## config.mk

```make
export PLATFORM = sky130hd
export DESIGN_NAME = ffpa_ctrl
export DESIGN_NICKNAME = d
export VERILOG_FILES = /design/src/sv/ffpa_pkg.sv /design/src/sv/ffpa_ctrl.sv
export SDC_FILE = /design/constraint.sdc
export NUM_CORES = 1
export LEC_CHECK = 0
export ABC_CLOCK_PERIOD_IN_PS = 1900
export BUFFER_PORTS_ARGS = -buffer_cell sky130_fd_sc_hd__buf_4
export CORE_MARGIN = 2
export CORE_UTILIZATION = 47
export DETAILED_ROUTE_END_ITERATION = 7
export PLACE_DENSITY = 0.79
export SLEW_MARGIN = 20
export SYNTH_ARGS = -nofsm -noshare
export SYNTH_HDL_FRONTEND = slang
export SYNTH_SLANG_ARGS = --single-unit
```

## constraint.sdc

```tcl
create_clock -name clock -period 1.9 [get_ports clock]
set_input_delay 0.285 -clock clock [delete_from_list [all_inputs] [get_ports clock]]
set_output_delay 0.285 -clock clock [all_outputs]
set_load 0.02 [all_outputs]
```

## src/sv/ffpa_pkg.sv

```systemverilog
// Shared types, codes and defaults for the first-fit page allocator.
// Used by every module of the block but ffpa_ram; depends on nothing.
`timescale 1ns / 1ps

package ffpa_pkg;

   localparam int NUM_PAGES_DEF  = 2048;
   localparam int PAGE_SHIFT_DEF = 10;
   localparam logic [31:0] RAM_BASE = 32'h8000_0000;
   localparam logic [11:0] RESERVED_RESET = 12'd64;

   localparam logic [1:0] ACT_SETUP  = 2'd0;
   localparam logic [1:0] ACT_ALLOC  = 2'd1;
   localparam logic [1:0] ACT_FREE   = 2'd2;
   localparam logic [1:0] ACT_RESIZE = 2'd3;

   localparam logic [1:0] ST_OK     = 2'd0;
   localparam logic [1:0] ST_NOFIT  = 2'd1;
   localparam logic [1:0] ST_BADPTR = 2'd2;

   typedef struct packed {
      logic [1:0]  action;
      logic [21:0] size_bytes;
      logic [31:0] address;
   } req_type;

   typedef struct packed {
      logic [31:0] result_address;
      logic [1:0]  status;
      logic [11:0] granted_pages;
   } rsp_type;

   typedef enum logic [3:0] {
      S_CLEAR, S_IDLE, S_DECODE, S_SETUP, S_CHK_RD, S_CHK_EV,
      S_SRCH_RD, S_SRCH_EV, S_MARK, S_REL_SET, S_REL, S_DONE
   } state_type;

   typedef enum logic [2:0] {CUR_HOLD, CUR_ZERO, CUR_INC, CUR_START, CUR_REL} cur_op_type;
   typedef enum logic [2:0] {BW_NONE, BW_CLEAR, BW_SETUP, BW_MARK, BW_REL} busy_wr_type;
   typedef enum logic [2:0] {LW_NONE, LW_CLEAR, LW_SETUP, LW_GRANT, LW_FINAL} len_wr_type;
   typedef enum logic [2:0] {
      RES_HOLD, RES_ZERO, RES_NOFIT, RES_BADPTR, RES_ADDR_N, RES_ADDR_LEN, RES_GRANT
   } res_sel_type;

   typedef struct packed {
      logic        load_req;
      cur_op_type  cur_op;
      logic        rd_cur;
      logic        cnt_clr;
      logic        cnt_upd;
      logic        found_load;
      logic        len_load;
      logic        rel_load;
      logic        rel_trim;
      busy_wr_type busy_wr;
      len_wr_type  len_wr;
      res_sel_type res_sel;
   } cmd_type;

   typedef struct packed {
      logic [1:0] action;
      logic       addr_null;
      logic       n_zero;
      logic       n_too;
      logic       ptr_addr_ok;
      logic       ptr_ok;
      logic       n_lt_len;
      logic       n_eq_len;
      logic       found;
      logic       cur_last;
      logic       mark_last;
      logic       rel_done;
   } stat_type;

endpackage

```

## src/sv/ffpa_ctrl.sv

```systemverilog
// Controller of the page allocator: the sequencing state machine.
// Depends on ffpa_pkg; drives the datapath through cmd_type words.
`timescale 1ns / 1ps

module ffpa_ctrl (
   input  logic               clock,
   input  logic               reset,
   input  logic               start,
   input  ffpa_pkg::stat_type stat,
   output ffpa_pkg::cmd_type  cmd,
   output logic               busy,
   output logic               rsp_strobe
);

   ffpa_pkg::state_type state_ff, state_in;
   logic grow_ff, grow_in;
   logic trim_ff, trim_in;

   always_ff @(posedge clock) begin
      if (reset) begin
         state_ff <= ffpa_pkg::S_CLEAR;
         grow_ff  <= 1'b0;
         trim_ff  <= 1'b0;
      end else begin
         state_ff <= state_in;
         grow_ff  <= grow_in;
         trim_ff  <= trim_in;
      end
   end

   always_comb begin
      state_in = state_ff;
      grow_in  = grow_ff;
      trim_in  = trim_ff;
      cmd      = '{load_req: 1'b0, cur_op: ffpa_pkg::CUR_HOLD, rd_cur: 1'b0,
                   cnt_clr: 1'b0, cnt_upd: 1'b0, found_load: 1'b0, len_load: 1'b0,
                   rel_load: 1'b0, rel_trim: 1'b0, busy_wr: ffpa_pkg::BW_NONE,
                   len_wr: ffpa_pkg::LW_NONE, res_sel: ffpa_pkg::RES_HOLD};
      case (state_ff)
         ffpa_pkg::S_CLEAR: begin
            cmd.busy_wr = ffpa_pkg::BW_CLEAR;
            cmd.len_wr  = ffpa_pkg::LW_CLEAR;
            if (stat.cur_last) begin
               cmd.cur_op = ffpa_pkg::CUR_ZERO;
               state_in   = ffpa_pkg::S_IDLE;
            end else begin
               cmd.cur_op = ffpa_pkg::CUR_INC;
            end
         end
         ffpa_pkg::S_IDLE: begin
            if (start) begin
               cmd.load_req = 1'b1;
               grow_in      = 1'b0;
               trim_in      = 1'b0;
               state_in     = ffpa_pkg::S_DECODE;
            end
         end
         ffpa_pkg::S_DECODE: begin
            cmd.cur_op  = ffpa_pkg::CUR_ZERO;
            cmd.cnt_clr = 1'b1;
            if (stat.action == ffpa_pkg::ACT_SETUP) begin
               cmd.res_sel = ffpa_pkg::RES_ZERO;
               state_in    = ffpa_pkg::S_SETUP;
            end else if (stat.action == ffpa_pkg::ACT_ALLOC ||
                         (stat.action == ffpa_pkg::ACT_RESIZE && stat.addr_null)) begin
               if (stat.n_zero || stat.n_too) begin
                  cmd.res_sel = ffpa_pkg::RES_NOFIT;
                  state_in    = ffpa_pkg::S_DONE;
               end else begin
                  state_in = ffpa_pkg::S_SRCH_RD;
               end
            end else if (stat.addr_null) begin
               cmd.res_sel = ffpa_pkg::RES_ZERO;
               state_in    = ffpa_pkg::S_DONE;
            end else if (!stat.ptr_addr_ok) begin
               cmd.res_sel = ffpa_pkg::RES_BADPTR;
               state_in    = ffpa_pkg::S_DONE;
            end else begin
               state_in = ffpa_pkg::S_CHK_RD;
            end
         end
         ffpa_pkg::S_SETUP: begin
            cmd.busy_wr = ffpa_pkg::BW_SETUP;
            cmd.len_wr  = ffpa_pkg::LW_SETUP;
            cmd.cur_op  = ffpa_pkg::CUR_INC;
            if (stat.cur_last) begin
               state_in = ffpa_pkg::S_DONE;
            end
         end
         ffpa_pkg::S_CHK_RD: begin
            state_in = ffpa_pkg::S_CHK_EV;
         end
         ffpa_pkg::S_CHK_EV: begin
            cmd.len_load = 1'b1;
            if (!stat.ptr_ok) begin
               cmd.res_sel = ffpa_pkg::RES_BADPTR;
               state_in    = ffpa_pkg::S_DONE;
            end else if (stat.action == ffpa_pkg::ACT_FREE || stat.n_zero) begin
               cmd.res_sel = ffpa_pkg::RES_ZERO;
               state_in    = ffpa_pkg::S_REL_SET;
            end else if (stat.n_lt_len) begin
               cmd.res_sel = ffpa_pkg::RES_ADDR_N;
               trim_in     = 1'b1;
               state_in    = ffpa_pkg::S_REL_SET;
            end else if (stat.n_eq_len) begin
               cmd.res_sel = ffpa_pkg::RES_ADDR_LEN;
               state_in    = ffpa_pkg::S_DONE;
            end else if (stat.n_too) begin
               cmd.res_sel = ffpa_pkg::RES_NOFIT;
               state_in    = ffpa_pkg::S_DONE;
            end else begin
               grow_in     = 1'b1;
               cmd.cur_op  = ffpa_pkg::CUR_ZERO;
               cmd.cnt_clr = 1'b1;
               state_in    = ffpa_pkg::S_SRCH_RD;
            end
         end
         ffpa_pkg::S_SRCH_RD: begin
            cmd.rd_cur = 1'b1;
            state_in   = ffpa_pkg::S_SRCH_EV;
         end
         ffpa_pkg::S_SRCH_EV: begin
            cmd.cnt_upd = 1'b1;
            if (stat.found) begin
               cmd.found_load = 1'b1;
               cmd.len_wr     = ffpa_pkg::LW_GRANT;
               cmd.res_sel    = ffpa_pkg::RES_GRANT;
               cmd.cur_op     = ffpa_pkg::CUR_START;
               state_in       = ffpa_pkg::S_MARK;
            end else if (stat.cur_last) begin
               cmd.res_sel = ffpa_pkg::RES_NOFIT;
               state_in    = ffpa_pkg::S_DONE;
            end else begin
               cmd.cur_op = ffpa_pkg::CUR_INC;
               state_in   = ffpa_pkg::S_SRCH_RD;
            end
         end
         ffpa_pkg::S_MARK: begin
            cmd.busy_wr = ffpa_pkg::BW_MARK;
            cmd.cur_op  = ffpa_pkg::CUR_INC;
            if (stat.mark_last) begin
               state_in = grow_ff ? ffpa_pkg::S_REL_SET : ffpa_pkg::S_DONE;
            end
         end
         ffpa_pkg::S_REL_SET: begin
            cmd.rel_load = 1'b1;
            cmd.rel_trim = trim_ff;
            cmd.cur_op   = ffpa_pkg::CUR_REL;
            state_in     = ffpa_pkg::S_REL;
         end
         ffpa_pkg::S_REL: begin
            if (stat.rel_done) begin
               cmd.len_wr = ffpa_pkg::LW_FINAL;
               state_in   = ffpa_pkg::S_DONE;
            end else begin
               cmd.busy_wr = ffpa_pkg::BW_REL;
               cmd.cur_op  = ffpa_pkg::CUR_INC;
            end
         end
         ffpa_pkg::S_DONE: begin
            state_in = ffpa_pkg::S_IDLE;
         end
         default: begin
            state_in = ffpa_pkg::S_IDLE;
         end
      endcase
   end

   assign busy       = state_ff != ffpa_pkg::S_IDLE;
   assign rsp_strobe = state_ff == ffpa_pkg::S_DONE;

endmodule

```

==> impl_metrics.yaml <==
outcome:
  status: "completed"
finish:
  mostFrequentLayoutCell: "buf_4"
  post-route-util_pct: 74.4
  fin_cells: 209
  fin_area_um2: 1330
  drive_above_1_share_pct: 37.5
  diodes: 0
  final_cell_mix: "50 x buf_4, 16 x nor2_1, 15 x a21oi_1, 14 x nand2_1"
  syn2layout_area_growth_pct: 45.2
  nets: 202
logic_synthesis:
  yosysTopAreaCellShare_pct: 13.2
  ys.flop_type: "dfxtp_1"
  avgSynthCellArea_um2: 6.62
  syn_area_um2: 913
  synth-edff-count: 0
  ys_types: 46
  postSynth.asyncResetShare_pct: 0
  synth.area.top_cells: "dfxtp_1 13%, a21oi_1 8.2%, nor2_1 7.0%"
  ys_ff_latch: 6
  synth_top_cell_by_area: "dfxtp_1"
  ys_warn_count: 0
  synth_fp_nets: 154
  yosysSeqAreaShare_pct: 13.2
  syn-instance-count: 138
sta:
  worst_slack_ns: 0.0445
  whs_ns: 0.267
  setup-tns-final_ns: 0
  slew_headroom_pct: 73.1
  period_share_pct: 97.7
  timing.fmax_mhz: 539
  drv_slew: 0
  clock_skew_ns: 0.00365
  tightest_slew_ns: 0.401
  post-route-min-period_ns: 1.86
  finalSetupViolations: 0
  hold_viol_final: 0
die:
  die_h_um: 48.1
  rows: 15
  start_util_pct: 51.2
  coreArea_um2: 1780
  fp.dieW_um: 48.1
  dieArea_um2: 2310
  ioPinCount: 38
worst_setup_path:
  r2r_slack_ns: 0.21
  cp-end-kind: "primary output"
  required_ns: 1.62
  start_kind: "flip-flop"
  rr_worst_depth: 6
  worstSetupPathType: "reg -> out"
  endpoint: "cmd[16]"
  arrival_ns: 1.57
  cp-startpoint: "state_ff[2]"
  r2r-end: "state_ff[3]"
  path_max_fanout: 6
  rr_startpoint: "state_ff[1]"
power:
  p_per_area_nw_per_um2: 578
  finalPower_uw: 766
  p_leak_nw: 0.651
  vdd_drop_max_v: 0.000466
global_route:
  grt_overflow: 0
  antenna_found_initial: 0
  grt.total_usage_pct: 26.0
  grt_first_pass_wirelength_um: 4350
  grt_max_degree: 18
  grt_pass1_vias: 1028
place:
  placed_area_um2: 1230
  globalplace.congestion: 0.876
  hpwl_um: 2250
  portBuffers: 37
  placedCellCount: 200
  pre_cts_slack_ns: 0.142
cts:
  clock_path_buffers: 2
  cts_tree: "built"
  cts.sinks: 6
  numCtsBuffers: 3
  htree_levels: 1
  insertion_delay_ns: 0.24
  cts_root_buf: "clkbuf_4"
  clkTransAtPathRegs_ns: 0.05
detailed_routing:
  drt_pre_antenna_iters: 4
  post-route-drc-count: 0
  ant_nets: 0
  wl_per_cell_um: 14.2
  drt_wl_total_um: 2970
  viasPerCell: 5.70
  drt-initial-drc-count: 49
  via_count: 1191
job:
  cap_violations: 0
hold_path:
  hp-class: "in -> reg"
==> metal layers <==
metal  share of wire (%)  vias up  track usage (%)
met2                  47       55             43.5
met4                0.47        0             5.95
met3                 6.8        2             2.26
met1                  45      542             35.9
li1                    -      592                -
met5                   0        -                0
==> sequential cells by signal, summed over array words and instances (netlist names) <==
register  count
state_ff      4
grow_ff       1
trim_ff       1
==> final cells by class <==
| cell class | instances | area [um2] |
|---|---|---|
| inverter | 11 | 41.3 |
| sequential | 6 | 128 |
| fill | 149 | 457 |
| clock buffer | 3 | 22.5 |
| timing repair buffer | 52 | 392 |
| multi-input combinational | 112 | 712 |
| tap | 25 | 31.3 |
==> cells in the mapped netlist (2+ instances only) <==
master    instances
nand2b_1          5
nor2_1           17
and3_1            2
nor3_1           10
nand2_1          14
nand3_1           3
buf_2             3
dfxtp_1           6
o21a_1            2
a31oi_1           2
nor2b_1           4
inv_1            10
and2_1            3
a21oi_1          15
buf_4             5
o22ai_1           3
o31ai_1           3
o311a_1           2
nand3b_1          2
==> cells by family (layout without fill, tap and decap cells) <==
group                  count (synthesis)  count (layout)  share of synthesized area, %
AOI/OAI and AO/OA                     41              41                          31.5
muxes                                  1               1                          1.10
buffers and inverters                 20              66                          11.5
and+or+nand+nor                       70              70                          42.7
DFF                                    6               6                          13.2
==> power by group <==
group	switching (mW)	leakage, nW	internal [mW]	total (mW)
combinational	0.282	0.587	0.217	0.498
sequential	0.0135	0.0504	0.138	0.152
clock	0.0447	0.0138	0.0714	0.116
==> critical path, stage by stage (launching register included) <==
cell,delay [ns]
dfxtp_4,0.36
buf_4,0.15
nor4b_4,0.33
inv_2,0.09
buf_4,0.15
o211ai_1,0.07
buf_4,0.17
==> worst min-delay path by stage <==
stage | from | to | cells past startpoint | slack, ns
global route | reset | state_ff[2] | 2 | 0.28
finish | reset | state_ff[2] | 2 | 0.27
global placement | trim_ff | trim_ff | 1 | 0.45
detailed placement | trim_ff | trim_ff | 1 | 0.47
CTS | reset | state_ff[2] | 2 | 0.26
floorplan | reset | state_ff[2] | 1 | 0.35
==> timing repair <==
| action | in CTS | in global routing |
|---|---|---|
| setup endpoints to repair | 9 | 2 |
| pin swaps | 0 | 3 |
| buffers inserted | 0 | 6 |
| hold buffers | 0 | 0 |
| resized for setup | 3 | 7 |
Power figures use the tool's default switching activity.
